**config.mk**
```make
export PLATFORM = sky130hd
export DESIGN_NAME = ptp_sync_clock_servo_flat
export DESIGN_NICKNAME = d
export VERILOG_FILES = /design/src/hdl/pss_pkg.sv /design/src/hdl/pss_if.sv /design/src/hdl/pss_ctrl.sv /design/src/hdl/pss_dp.sv /design/src/hdl/ptp_sync_clock_servo.sv /design/src/flat_wrapper.sv
export SDC_FILE = /design/constraint.sdc
export NUM_CORES = 2
export LEC_CHECK = 0
export ABC_AREA = 1
export BUFFER_PORTS_ARGS = -buffer_cell sky130_fd_sc_hd__buf_2
export CORE_MARGIN = 2
export CORE_UTILIZATION = 64
export CTS_CLUSTER_DIAMETER = 200
export DETAILED_ROUTE_END_ITERATION = 8
export PLACE_DENSITY_LB_ADDON = 0.15
export SLEW_MARGIN = 20
export SYNTH_ARGS = -nofsm -noshare
export SYNTH_HDL_FRONTEND = slang
export SYNTH_HIERARCHICAL = 1
export SYNTH_SLANG_ARGS = --single-unit
```
**constraint.sdc**
```tcl
create_clock -name clk -period 9 [get_ports clk]
set_input_delay 1.35 -clock clk [delete_from_list [all_inputs] [get_ports clk]]
set_output_delay 1.35 -clock clk [all_outputs]
set_load 0.01 [all_outputs]
```
**src/hdl/pss_pkg.sv**
```systemverilog
// ----------------------------------------------------------------------------
// PTP sync servo package
// Shared types, codes and constants for the clock servo.
// ----------------------------------------------------------------------------
package pss_pkg;

  localparam int unsigned HistoryDepthDefault = 32;
  localparam logic signed [15:0] EmptyEntry = 16'sh8000;
  localparam logic [63:0] EpochFloor = 64'd1633942188395;

  typedef enum logic [1:0] {
    OP_SYNC = 2'd0,
    OP_TICK = 2'd1,
    OP_READ = 2'd2,
    OP_NONE = 2'd3
  } op_t;

  typedef enum logic [1:0] {
    PORT_EVENT   = 2'd0,
    PORT_GENERAL = 2'd1,
    PORT_OTHER   = 2'd2,
    PORT_RSVD    = 2'd3
  } port_t;

  typedef enum logic [2:0] {
    ST_ACCEPT = 3'd0,
    ST_REJECT = 3'd1,
    ST_RESYNC = 3'd2,
    ST_HELD   = 3'd3,
    ST_TICK   = 3'd4,
    ST_READ   = 3'd5
  } status_t;

  typedef enum logic [1:0] {
    REG_ACCEPT_WINDOW = 2'd0,
    REG_SETTLE_TIME   = 2'd1,
    REG_LOCK_TIMEOUT  = 2'd2,
    REG_NONE          = 2'd3
  } reg_t;

  typedef enum logic [3:0] {
    S_CLEAR,
    S_IDLE,
    S_DECODE,
    S_MUL,
    S_FIRST,
    S_CHECK,
    S_STORE,
    S_SCAN,
    S_SETTLE,
    S_SHIFT,
    S_SERVO,
    S_FINISH,
    S_OUT
  } state_t;

  typedef struct packed {
    logic clear_step;
    logic clear_done_ack;
    logic decode;
    logic mul;
    logic first;
    logic check;
    logic store;
    logic scan_step;
    logic settle;
    logic shift_step;
    logic servo;
    logic finish;
    logic load_out;
  } cmd_t;

  typedef struct packed {
    logic clear_done;
    logic is_sync;
    logic held;
    logic rejected;
    logic resync;
    logic scan_done;
    logic do_settle;
    logic shift_done;
    logic out_free;
  } sts_t;

  typedef struct packed {
    logic [1:0]  operation;
    logic [31:0] now_ms;
    logic [1:0]  port_kind;
    logic        two_step_flag;
    logic [15:0] sequence_id;
    logic [15:0] seconds_high;
    logic [31:0] seconds_low;
    logic [29:0] nanoseconds;
    logic signed [3:0] log_interval;
  } in_word_t;

  typedef struct packed {
    logic [2:0]  packet_status;
    logic        lock_status;
    logic        epoch_valid;
    logic signed [15:0] last_peak_diff;
    logic [31:0] synced_ms;
    logic [63:0] epoch_ms;
  } out_word_t;

endpackage

```
**src/hdl/pss_if.sv**
```systemverilog
// ----------------------------------------------------------------------------
// Servo channel interface
// Valid/ready channel carrying one word of a given type.
// ----------------------------------------------------------------------------
interface pss_in_if (input logic clk);
  logic valid;
  logic ready;
  pss_pkg::in_word_t data;
  modport source (output valid, output data, input ready);
  modport sink (input valid, input data, output ready);
endinterface

interface pss_out_if (input logic clk);
  logic valid;
  logic ready;
  pss_pkg::out_word_t data;
  modport source (output valid, output data, input ready);
  modport sink (input valid, input data, output ready);
endinterface

```
**src/hdl/pss_ctrl.sv**
```systemverilog
// ----------------------------------------------------------------------------
// Servo controller
// Sequences clearing, packet processing, scans and result hand-off.
// ----------------------------------------------------------------------------
module pss_ctrl (
  input  logic           clk,
  input  logic           rst,
  input  logic           in_valid,
  output logic           in_ready,
  input  pss_pkg::sts_t  sts,
  output pss_pkg::cmd_t  cmd
);
  import pss_pkg::*;

  state_t state, state_next;

  // state register
  always_ff @(posedge clk) begin
    if (rst) state <= S_CLEAR;
    else state <= state_next;
  end

  // next state and commands
  always_comb begin
    state_next = state;
    cmd = '0;
    in_ready = 1'b0;
    unique case (state)
      S_CLEAR: begin
        cmd.clear_step = 1'b1;
        if (sts.clear_done) begin
          cmd.clear_done_ack = 1'b1;
          state_next = S_IDLE;
        end
      end
      S_IDLE: begin
        in_ready = 1'b1;
        if (in_valid) state_next = S_DECODE;
      end
      S_DECODE: begin
        cmd.decode = 1'b1;
        if (!sts.is_sync || sts.held) state_next = S_OUT;
        else state_next = S_MUL;
      end
      S_MUL: begin
        cmd.mul = 1'b1;
        state_next = S_FIRST;
      end
      S_FIRST: begin
        cmd.first = 1'b1;
        state_next = S_CHECK;
      end
      S_CHECK: begin
        cmd.check = 1'b1;
        if (sts.rejected) state_next = S_OUT;
        else state_next = S_STORE;
      end
      S_STORE: begin
        cmd.store = 1'b1;
        state_next = S_SCAN;
      end
      S_SCAN: begin
        cmd.scan_step = 1'b1;
        if (sts.scan_done) state_next = S_SETTLE;
      end
      S_SETTLE: begin
        cmd.settle = 1'b1;
        if (sts.do_settle) state_next = S_SHIFT;
        else state_next = S_SERVO;
      end
      S_SHIFT: begin
        cmd.shift_step = 1'b1;
        if (sts.shift_done) state_next = S_SERVO;
      end
      S_SERVO: begin
        cmd.servo = 1'b1;
        state_next = S_FINISH;
      end
      S_FINISH: begin
        cmd.finish = 1'b1;
        state_next = S_OUT;
      end
      S_OUT: begin
        if (sts.out_free) begin
          cmd.load_out = 1'b1;
          state_next = sts.resync ? S_CLEAR : S_IDLE;
        end
      end
      default: state_next = S_CLEAR;
    endcase
  end

endmodule

```
**src/hdl/pss_dp.sv**
```systemverilog
// ----------------------------------------------------------------------------
// Servo datapath
// Servo state, history memory, peak scan and output register.
// ----------------------------------------------------------------------------
module pss_dp #(
  parameter int unsigned HISTORY_DEPTH = pss_pkg::HistoryDepthDefault
) (
  input  logic              clk,
  input  logic              rst,
  input  logic              cfg_we,
  input  logic [1:0]        cfg_index,
  input  logic [15:0]       cfg_data,
  input  logic              in_take,
  input  pss_pkg::in_word_t in_data,
  input  pss_pkg::cmd_t     cmd,
  output pss_pkg::sts_t     sts,
  output logic              out_valid,
  input  logic              out_ready,
  output pss_pkg::out_word_t out_data
);
  import pss_pkg::*;

  localparam int unsigned AW = $clog2(HISTORY_DEPTH);
  localparam logic [AW-1:0] LastIdx = AW'(HISTORY_DEPTH - 1);
  // ns / 1e6 as (ns >> 6) / 15625 by reciprocal multiply, exact for 24-bit input
  localparam logic [24:0] MsRecip = 25'd17592187;
  localparam int unsigned MsShift = 38;

  // configuration
  logic [14:0] accept_window_ms;
  logic [15:0] settle_time_ms, lock_timeout_ms;

  // servo state
  logic        two_step_mode, first_packet_pending, fast_start_mode, settle_pending;
  logic        epoch_plausible_raw, epoch_plausible, locked;
  logic [15:0] held_sequence, reject_run, accept_count;
  logic [31:0] held_receive_time, settle_start_time, last_nudge_time;
  logic [31:0] working_offset, confident_offset, last_accept_time, last_returned_time;
  logic [63:0] working_epoch_offset, confident_epoch_offset;
  logic [AW-1:0] history_pointer;
  logic signed [15:0] peak_register;

  // item scratch
  in_word_t    item;
  logic [2:0]  status;
  logic [31:0] synced;
  logic        is_sync, held, rejected, was_settling, resync_pend;
  logic [31:0] extra, ms_frac, ptp;
  logic [63:0] ptp64;
  logic signed [31:0] diff;
  logic signed [15:0] peak;
  logic [AW:0] scan_cnt, scan_len;
  logic [AW-1:0] scan_idx, rd_addr, wr_addr;
  logic [AW:0] clr_cnt;

  // history memory
  logic signed [15:0] hist [HISTORY_DEPTH];
  logic signed [15:0] rd_data;
  logic        wr_en;
  logic signed [15:0] wr_data;
  logic        rd_valid;

  always_ff @(posedge clk) begin
    if (wr_en) hist[wr_addr] <= wr_data;
    rd_data <= hist[rd_addr];
  end

  // configuration writes
  always_ff @(posedge clk) begin
    if (rst) begin
      accept_window_ms <= 15'd200;
      settle_time_ms <= 16'd1500;
      lock_timeout_ms <= 16'd5000;
    end else if (cfg_we) begin
      unique case (reg_t'(cfg_index))
        REG_ACCEPT_WINDOW: accept_window_ms <= cfg_data[14:0];
        REG_SETTLE_TIME:   settle_time_ms <= cfg_data;
        REG_LOCK_TIMEOUT:  lock_timeout_ms <= cfg_data;
        default: ;
      endcase
    end
  end

  // combinational helpers
  logic [31:0] now;
  logic [31:0] mag;
  logic signed [4:0] logi_n;
  logic [15:0] rej_inc;
  logic [31:0] rej_limit, win_len;
  logic [15:0] apeak;
  logic [31:0] interval;
  logic signed [15:0] peak_after;
  logic        settle_now;
  logic [31:0] ret;
  logic [31:0] rdiff;
  logic        dec_sync, dec_two, dec_held;
  logic [48:0] ns_prod;

  assign now = item.now_ms;
  assign logi_n = -{item.log_interval[3], item.log_interval};
  assign mag = diff[31] ? 32'd0 - 32'(diff) : 32'(diff);
  assign rejected = mag > {17'd0, accept_window_ms};
  assign rej_inc = (reject_run != 16'hFFFF) ? reject_run + 16'd1 : reject_run;
  assign rej_limit = (item.log_interval < -4'sd2) ? (32'd4 << logi_n[3:0]) : 32'd16;
  assign win_len = (item.log_interval <= -4'sd2) ? (32'd4 << logi_n[3:0]) : 32'd8;
  assign settle_now = !first_packet_pending && settle_pending &&
                      ((now - settle_start_time) > {16'd0, settle_time_ms});
  assign peak_after = settle_now ? 16'sd0 : peak;
  assign apeak = peak_after[15] ? 16'd0 - peak_after : peak_after;
  assign ret = now + confident_offset;
  assign rdiff = ret - last_returned_time;
  assign ns_prod = 49'(item.nanoseconds[29:6]) * 49'(MsRecip);

  // classify the waiting word
  assign dec_sync = op_t'(item.operation) == OP_SYNC;
  assign dec_two = (port_t'(item.port_kind) == PORT_EVENT) ? item.two_step_flag
                                                           : two_step_mode;
  assign dec_held = dec_sync && dec_two &&
                    ((port_t'(item.port_kind) == PORT_EVENT) ||
                     ((port_t'(item.port_kind) == PORT_GENERAL) &&
                      (item.sequence_id != held_sequence)));

  always_comb begin
    interval = 32'd5000;
    if (apeak >= 16'd3) interval = 32'd2000;
    if (apeak >= 16'd10) interval = 32'd1000;
    if (fast_start_mode && apeak >= 16'd20) interval = 32'd250;
    if (fast_start_mode && apeak >= 16'd40) interval = 32'd125;
  end

  // memory port steering
  always_comb begin
    wr_en = 1'b0;
    wr_addr = history_pointer;
    wr_data = 16'(diff);
    rd_addr = scan_idx;
    if (cmd.clear_step) begin
      wr_en = 1'b1;
      wr_addr = clr_cnt[AW-1:0];
      wr_data = EmptyEntry;
    end else if (cmd.store) begin
      wr_en = 1'b1;
    end else if (cmd.shift_step && rd_valid && !sts.shift_done) begin
      wr_en = (rd_data != EmptyEntry);
      wr_addr = scan_idx - AW'(1);
      wr_data = rd_data - peak;
    end
  end

  assign sts.clear_done = clr_cnt == (AW+1)'(HISTORY_DEPTH);
  assign sts.is_sync = dec_sync;
  assign sts.held = dec_held;
  assign sts.rejected = rejected;
  assign sts.resync = resync_pend;
  assign sts.scan_done = rd_valid && (scan_cnt == scan_len);
  assign sts.do_settle = settle_now;
  assign sts.shift_done = rd_valid && (scan_cnt == (AW+1)'(HISTORY_DEPTH));
  assign sts.out_free = !out_valid || out_ready;

  // datapath registers
  always_ff @(posedge clk) begin
    if (rst) begin
      two_step_mode <= 1'b0; held_sequence <= '0; held_receive_time <= '0;
      first_packet_pending <= 1'b1; fast_start_mode <= 1'b1; settle_pending <= 1'b0;
      settle_start_time <= '0; last_nudge_time <= '0; working_offset <= '0;
      working_epoch_offset <= '0; confident_offset <= '0; confident_epoch_offset <= '0;
      epoch_plausible_raw <= 1'b0; epoch_plausible <= 1'b0; locked <= 1'b0;
      reject_run <= '0; accept_count <= '0; history_pointer <= '0;
      peak_register <= '0; last_accept_time <= '0; last_returned_time <= '0;
      clr_cnt <= '0; out_valid <= 1'b0; rd_valid <= 1'b0; resync_pend <= 1'b0;
    end else begin
      if (out_valid && out_ready) out_valid <= 1'b0;
      // clearing sweep
      if (cmd.clear_step && !sts.clear_done) clr_cnt <= clr_cnt + 1'b1;
      if (cmd.clear_done_ack) clr_cnt <= '0;
      if (in_take) item <= in_data;
      // decode operation
      if (cmd.decode) begin
        is_sync <= 1'b0; held <= 1'b0; synced <= '0; extra <= '0;
        resync_pend <= 1'b0;
        status <= ST_HELD;
        unique case (op_t'(item.operation))
          OP_SYNC: begin
            is_sync <= 1'b1;
            if (port_t'(item.port_kind) == PORT_EVENT) two_step_mode <= item.two_step_flag;
            if ((port_t'(item.port_kind) == PORT_EVENT) ? item.two_step_flag : two_step_mode) begin
              if (port_t'(item.port_kind) == PORT_EVENT) begin
                held_sequence <= item.sequence_id;
                held_receive_time <= now;
                held <= 1'b1;
              end else if (port_t'(item.port_kind) == PORT_GENERAL) begin
                if (item.sequence_id != held_sequence) held <= 1'b1;
                extra <= now - held_receive_time;
              end
            end
          end
          OP_TICK: begin
            status <= ST_TICK;
            if (locked && (now - last_accept_time) > {16'd0, lock_timeout_ms})
              locked <= 1'b0;
          end
          OP_READ: begin
            status <= ST_READ;
            if (rdiff[31] && (rdiff > 32'hFFFF_FC18)) synced <= last_returned_time;
            else begin
              last_returned_time <= ret;
              synced <= ret;
            end
          end
          default: ;
        endcase
        ms_frac <= 32'(ns_prod[48:MsShift]);
      end
      // timestamp products
      if (cmd.mul) begin
        ptp <= item.seconds_low * 32'd1000 + ms_frac + extra;
        ptp64 <= {item.seconds_high, item.seconds_low} * 64'd1000 + {32'd0, ms_frac}
                 + {32'd0, extra};
      end
      // first packet capture
      if (cmd.first) begin
        if (first_packet_pending) begin
          working_offset <= ptp - now;
          last_nudge_time <= now;
          settle_pending <= 1'b1;
          settle_start_time <= now;
          epoch_plausible_raw <= ptp64 > EpochFloor;
          working_epoch_offset <= ptp64 - {32'd0, ptp};
          diff <= '0;
        end else begin
          diff <= ptp - working_offset - now;
        end
      end
      // window check
      if (cmd.check) begin
        if (rejected) begin
          reject_run <= rej_inc;
          status <= ST_REJECT;
          if ({16'd0, rej_inc} > rej_limit) begin
            status <= ST_RESYNC;
            resync_pend <= 1'b1;
            first_packet_pending <= 1'b1; fast_start_mode <= 1'b1;
            last_nudge_time <= now; history_pointer <= '0;
            reject_run <= '0; accept_count <= '0; locked <= 1'b0;
          end
        end else begin
          reject_run <= '0;
        end
      end
      // store and start scan
      if (cmd.store) begin
        history_pointer <= (history_pointer == LastIdx) ? '0 : history_pointer + 1'b1;
        scan_idx <= history_pointer;
        scan_cnt <= '0;
        rd_valid <= 1'b0;
        scan_len <= (win_len > 32'(HISTORY_DEPTH)) ? (AW+1)'(HISTORY_DEPTH)
                                                   : (AW+1)'(win_len);
        peak <= EmptyEntry;
        status <= ST_ACCEPT;
      end
      // peak scan, one entry per cycle
      if (cmd.scan_step) begin
        if (rd_valid && !sts.scan_done && rd_data > peak) peak <= rd_data;
        if (rd_valid) scan_cnt <= scan_cnt + 1'b1;
        rd_valid <= 1'b1;
        scan_idx <= (scan_idx == '0) ? LastIdx : scan_idx - 1'b1;
        if (sts.scan_done) rd_valid <= 1'b0;
      end
      if (cmd.settle) begin
        peak_register <= peak;
        was_settling <= settle_pending;
        scan_idx <= '0;
        scan_cnt <= '0;
        rd_valid <= 1'b0;
        if (settle_now) begin
          settle_pending <= 1'b0;
          working_offset <= working_offset + 32'(peak);
        end
      end
      // settle shift sweep
      if (cmd.shift_step) begin
        rd_valid <= 1'b1;
        if (rd_valid) scan_cnt <= scan_cnt + 1'b1;
        scan_idx <= scan_idx + 1'b1;
        if (sts.shift_done) begin
          rd_valid <= 1'b0;
          peak <= 16'sd0;
        end
      end
      // servo nudges and lock
      if (cmd.servo && !was_settling) begin
        if (accept_count >= 16'd5) begin
          if (fast_start_mode && apeak < 16'd10) fast_start_mode <= 1'b0;
          if (!locked) begin
            if (apeak < 16'd10) locked <= 1'b1;
          end else if (apeak > 16'd20) locked <= 1'b0;
        end
        if ((now - last_nudge_time) >= interval) begin
          last_nudge_time <= now;
          if (peak > 16'sd1) working_offset <= working_offset + 32'd1;
          else if (peak < -16'sd1) working_offset <= working_offset - 32'd1;
        end
      end
      if (cmd.finish) begin
        if (!was_settling) begin
          confident_offset <= working_offset;
          confident_epoch_offset <= working_epoch_offset;
          epoch_plausible <= epoch_plausible_raw;
        end
        last_accept_time <= now;
        if (accept_count != 16'hFFFF) accept_count <= accept_count + 16'd1;
        first_packet_pending <= 1'b0;
      end
      // result register
      if (cmd.load_out) begin
        out_valid <= 1'b1;
        out_data.packet_status <= (is_sync && held) ? ST_HELD : status;
        out_data.lock_status <= locked;
        out_data.epoch_valid <= epoch_plausible;
        out_data.last_peak_diff <= peak_register;
        out_data.synced_ms <= synced;
        out_data.epoch_ms <= {32'd0, now + confident_offset} + confident_epoch_offset;
      end
    end
  end

endmodule

```
**src/hdl/ptp_sync_clock_servo.sv**
```systemverilog
// ----------------------------------------------------------------------------
// PTP sync clock servo
// Reads, ticks and held or ignored packets go from decode straight to the result;
// rejected packets stop after the window check; accepted packets run the window
// scan and the servo steps, with a sweep of the whole history on a settle jump.
// One word at a time; the next word is taken in the cycle after the result loads,
// or later if it waits. After reset and after each resync result, a clearing pass
// fills history with the empty mark before the next word is taken.
// ----------------------------------------------------------------------------
module ptp_sync_clock_servo #(
  parameter int unsigned HISTORY_DEPTH = pss_pkg::HistoryDepthDefault
) (
  input  logic        clk,
  input  logic        rst,
  input  logic        cfg_we,
  input  logic [1:0]  cfg_index,
  input  logic [15:0] cfg_data,
  pss_in_if.sink      in_ch,
  pss_out_if.source   out_ch
);
  import pss_pkg::*;

  cmd_t cmd;
  sts_t sts;
  logic in_take;

  assign in_take = in_ch.valid && in_ch.ready;

  pss_ctrl u_ctrl (
    .clk      (clk),
    .rst      (rst),
    .in_valid (in_ch.valid),
    .in_ready (in_ch.ready),
    .sts      (sts),
    .cmd      (cmd)
  );

  pss_dp #(.HISTORY_DEPTH(HISTORY_DEPTH)) u_dp (
    .clk       (clk),
    .rst       (rst),
    .cfg_we    (cfg_we),
    .cfg_index (cfg_index),
    .cfg_data  (cfg_data),
    .in_take   (in_take),
    .in_data   (in_ch.data),
    .cmd       (cmd),
    .sts       (sts),
    .out_valid (out_ch.valid),
    .out_ready (out_ch.ready),
    .out_data  (out_ch.data)
  );

endmodule

```
**src/flat_wrapper.sv**
```systemverilog
// flat-port wrapper written by rule: the top's interface ports become plain ports
module ptp_sync_clock_servo_flat import pss_pkg::*;
#(
  parameter int unsigned HISTORY_DEPTH = pss_pkg::HistoryDepthDefault
)
  (clk, rst, cfg_we, cfg_index, cfg_data, in_ch_valid, in_ch_data, in_ch_ready, out_ch_valid, out_ch_data, out_ch_ready);
  pss_in_if in_ch_i (.clk(clk));
  pss_out_if out_ch_i (.clk(clk));
  input  logic clk;
  input  logic rst;
  input  logic cfg_we;
  input  logic [1:0] cfg_index;
  input  logic [15:0] cfg_data;
  input wire logic [$bits(in_ch_i.valid)-1:0] in_ch_valid;
  input wire logic [$bits(in_ch_i.data)-1:0] in_ch_data;
  output wire logic [$bits(in_ch_i.ready)-1:0] in_ch_ready;
  output wire logic [$bits(out_ch_i.valid)-1:0] out_ch_valid;
  output wire logic [$bits(out_ch_i.data)-1:0] out_ch_data;
  input wire logic [$bits(out_ch_i.ready)-1:0] out_ch_ready;
  assign in_ch_i.valid = in_ch_valid;
  assign in_ch_i.data = in_ch_data;
  assign in_ch_ready = in_ch_i.ready;
  assign out_ch_valid = out_ch_i.valid;
  assign out_ch_data = out_ch_i.data;
  assign out_ch_i.ready = out_ch_ready;
  ptp_sync_clock_servo #(.HISTORY_DEPTH(HISTORY_DEPTH)) u_core (.clk(clk), .rst(rst), .cfg_we(cfg_we), .cfg_index(cfg_index), .cfg_data(cfg_data), .in_ch(in_ch_i), .out_ch(out_ch_i));
endmodule
```
==> results.py <==
metrics = {
    "status": {
        "outcome": "completed",
    },
    "critical_path": {
        "timing.rr.start": "u_core/u_dp/now[0]",
        "critical-path-max-stage-delay_ns": 0.42,
        "slowest_stage": "fa_1",
        "required_ns": 9.64,
        "critPathMaxFanout": 17,
        "crit_type": "reg -> reg",
        "crit_top_cell": "nand2_1",
        "cp-end-kind": "flop",
        "crit_start": "u_core/u_dp/now[0]",
        "arrival_ns": 8.60,
        "critPathLaunchType": "flop",
    },
    "route": {
        "routed-via-count": 81084,
        "detail-route-antenna-nets": 0,
        "viasPerCell": 6.16,
        "wire_per_inst_um": 22.6,
        "drtIter0Drc": 8822,
        "wirelength_mm": 298,
        "drtPass1Iterations": 9,
        "drc": 0,
    },
    "floorplan": {
        "row_count": 141,
        "start_util": 0.646,
        "ios": 277,
        "die_y_um": 391,
        "die_area_sq_um": 153000,
        "core-area_sq_um": 148000,
        "die_w_um": 391,
    },
    "timing": {
        "rsz0062_at_grt": "false",
        "maxSlewViolCount": 0,
        "fmaxAchievable_ghz": 0.126,
        "setup_viol": 0,
        "finalCritPeriodShare": 0.885,
        "hold_violations": 0,
        "tightest_slew_ns": 1.19,
        "max_slew_margin": 0.205,
        "final.setup_skew_ns": 0.0972,
        "setup_tns_ns": 0,
        "period_needed_ns": 7.96,
    },
    "global_routing": {
        "grt_pass1_wl_mm": 450,
        "grt.overflow.total": 0,
        "antenna_found_initial": 18,
        "grt_pass1_vias": 78506,
        "track_usage": 0.384,
        "grt_max_degree": 198,
    },
    "yosys": {
        "synth_seq_area_share": 0.394,
        "synth_warnings": 6,
        "synth_top_area_cell": "edfxtp_1",
        "async_reset_ff_frac": 0,
        "mappedNetlistArea_sq_um": 95700,
        "synth_flop_cell": "edfxtp_1",
        "synth_top_cell_area_share": 0.302,
        "synth.distinct_cells": 87,
        "synth_edf_count": 961,
        "netlist_instances": 10901,
        "ys_seq_elements": 1401,
        "syn_area_per_cell_sq_um": 8.78,
        "yosys-top-cells-area": "edfxtp_1 30%, ha_1 10%, fa_1 9.4%",
    },
    "finish": {
        "largest_register_ffs": 512,
        "layout-drive-gt1-share": 0.0722,
        "instances_no_fill": 13160,
        "area_growth_pct": 9.37,
        "fin_nets": 12483,
        "reg_top3": "u_core/u_dp/hist x512, u_core/u_dp/out_data x117, u_core/u_dp/item x97",
        "largest_register": "u_core/u_dp/hist",
    },
    "clock_tree": {
        "cts_buffers": 150,
        "clk_latency_ns": 0.86,
        "cts_root_buf": "clkbuf_16",
        "tritoncts": "built",
        "htree_num_levels": 4,
        "clkSlewWorstSetupHoldPaths_ns": 0.06,
        "cts_buffer_depth": 3,
        "clkSinkCount": 1401,
    },
    "placed_design": {
        "place_congestion": 1.02,
        "dpl.hpwl_mm": 221,
        "dp.cells": 12871,
        "port_buffers": 270,
    },
    "run": {
        "drv_cap": 0,
    },
    "power": {
        "powerDensity_nw_per_um2": 268,
        "p_leak_nw": 44.1,
        "vdd_drop_max_v": 0.000300,
    },
    "worst_hold_path": {
        "worstHoldStart": "u_core/u_dp/peak_register[14]",
        "hold_path.class": "reg -> reg",
    },
}
## report_power, final
part	internal (W)	total, W	switching, W
Sequential	0.00798	0.00832	0.000336
Clock	0.00377	0.00660	0.00283
Combinational	0.00450	0.0131	0.00863
Total	0.0162	0.0280	0.0118
## worst max-delay path, delay by kind of cell (launching register included)
| kind | cells | cell delay, ns |
|---|---|---|
| AO/OA/AOI/OAI | 6 | 0.66 |
| adder cells (fa/ha/maj) | 5 | 1.42 |
| AND/OR/NAND/NOR | 41 | 4.24 |
| flip-flops | 1 | 0.34 |
| buffers and inverters | 8 | 0.86 |
| XOR/XNOR | 1 | 0.20 |
## kinds of logic after synthesis
logic type      Yosys count  synth area share
compound gates         2522             0.147
xor+xnor                394            0.0365
fa+ha+maj              1232             0.196
buf+inv                1778            0.0709
flops                  1401             0.394
mux                       2          0.000209
other cells               2         0.0000785
simple gates           3570             0.155
## Yosys cell counts, drive strengths merged, types with 6 or more instances
cell,n
nand3,316
o21bai,28
o31ai,20
inv,1417
o311ai,9
o2111ai,6
and2,10
a21boi,15
a211oi,23
clkbuf,293
ha,782
fa,450
dfxtp,440
nor4,45
a221oi,26
nand3b,17
buf,50
a32oi,16
xor2,274
nand2,1791
nand4,120
o21ai,992
o22ai,91
nor3,138
o221ai,48
or2,34
o211ai,64
a21oi,1002
a32o,6
xnor2,120
o21a,61
clkinv,18
a21o,33
nor2,1084
a31oi,59
edfxtp,961
## layout by cell type, fill, tap and decap left out, drive strengths merged, types with 10 or more instances in the layout
cell type	n
ha	782
buf	376
o21ai	992
o21bai	28
nand3	316
dfxtp	440
bufinv	18
a211oi	23
a31oi	59
nor2	1084
nand2	1791
a21boi	15
nand3b	17
o21a	61
xnor2	120
edfxtp	961
o31ai	20
a21oi	1002
a221oi	26
clkinv	79
xor2	274
o22ai	91
or2	34
and2	10
nand4	120
inv	1422
o221ai	48
a21o	33
clkbuf	189
o211ai	64
nor4	45
fa	450
a32oi	16
nor3	138
## per-layer routing
metal | vias up | GRT usage | share of wire
met1 | 38478 | 0.498 | 0.38
met4 | 8 | 0.191 | 0.054
li1 | 37351 | - | -
met2 | 4404 | 0.619 | 0.46
met5 | - | 0 | 0.00015
met3 | 843 | 0.0736 | 0.099
## stage by stage
step | total power [W] | worst slack, ns | util | hold WS [ns] | instance area (sq um)
3_3_place_gp | 0.0208 | 0.783 | 0.670 | 0.403 | 99200
5_1_grt | 0.0299 | 0.0520 | 0.707 | 0.398 | 105000
6_report | 0.0280 | 1.04 | 0.707 | 0.400 | 105000
4_1_cts | 0.0278 | 0.598 | 0.706 | 0.391 | 105000
3_5_place_dp | 0.0211 | 0.710 | 0.670 | 0.405 | 99200
2_1_floorplan | 0.0176 | 1.26 | - | 0.400 | 95700
## area by class of cell
| class | instances | area [sq um] |
|---|---|---|
| clock buffers | 189 | 4010 |
| diodes | 7 | 17.5 |
| fillers | 11133 | 43400 |
| multi-input cells | 7729 | 51500 |
| inverters | 1435 | 5410 |
| well taps | 1930 | 2410 |
| repair buffers | 376 | 2220 |
| flip-flops and latches | 1401 | 37700 |
| clock inverters | 93 | 1360 |
## what timing repair did
action | in CTS | in global routing
hold buffers | 0 | 0
resized for setup | 0 | 7
setup endpoints to repair | 0 | 49
setup buffers | 0 | 0
## final timing paths
path	endpoint	slack [ns]	cells past startpoint
max reg2reg	u_core/u_dp/last_nudge_time[17]	1.04	61
max	u_core/u_dp/last_nudge_time[17]	1.04	61
min reg2reg	u_core/u_dp/out_data[110]	0.40	0
min	u_core/u_dp/out_data[110]	0.40	0
(Power assumes the default switching activity.)
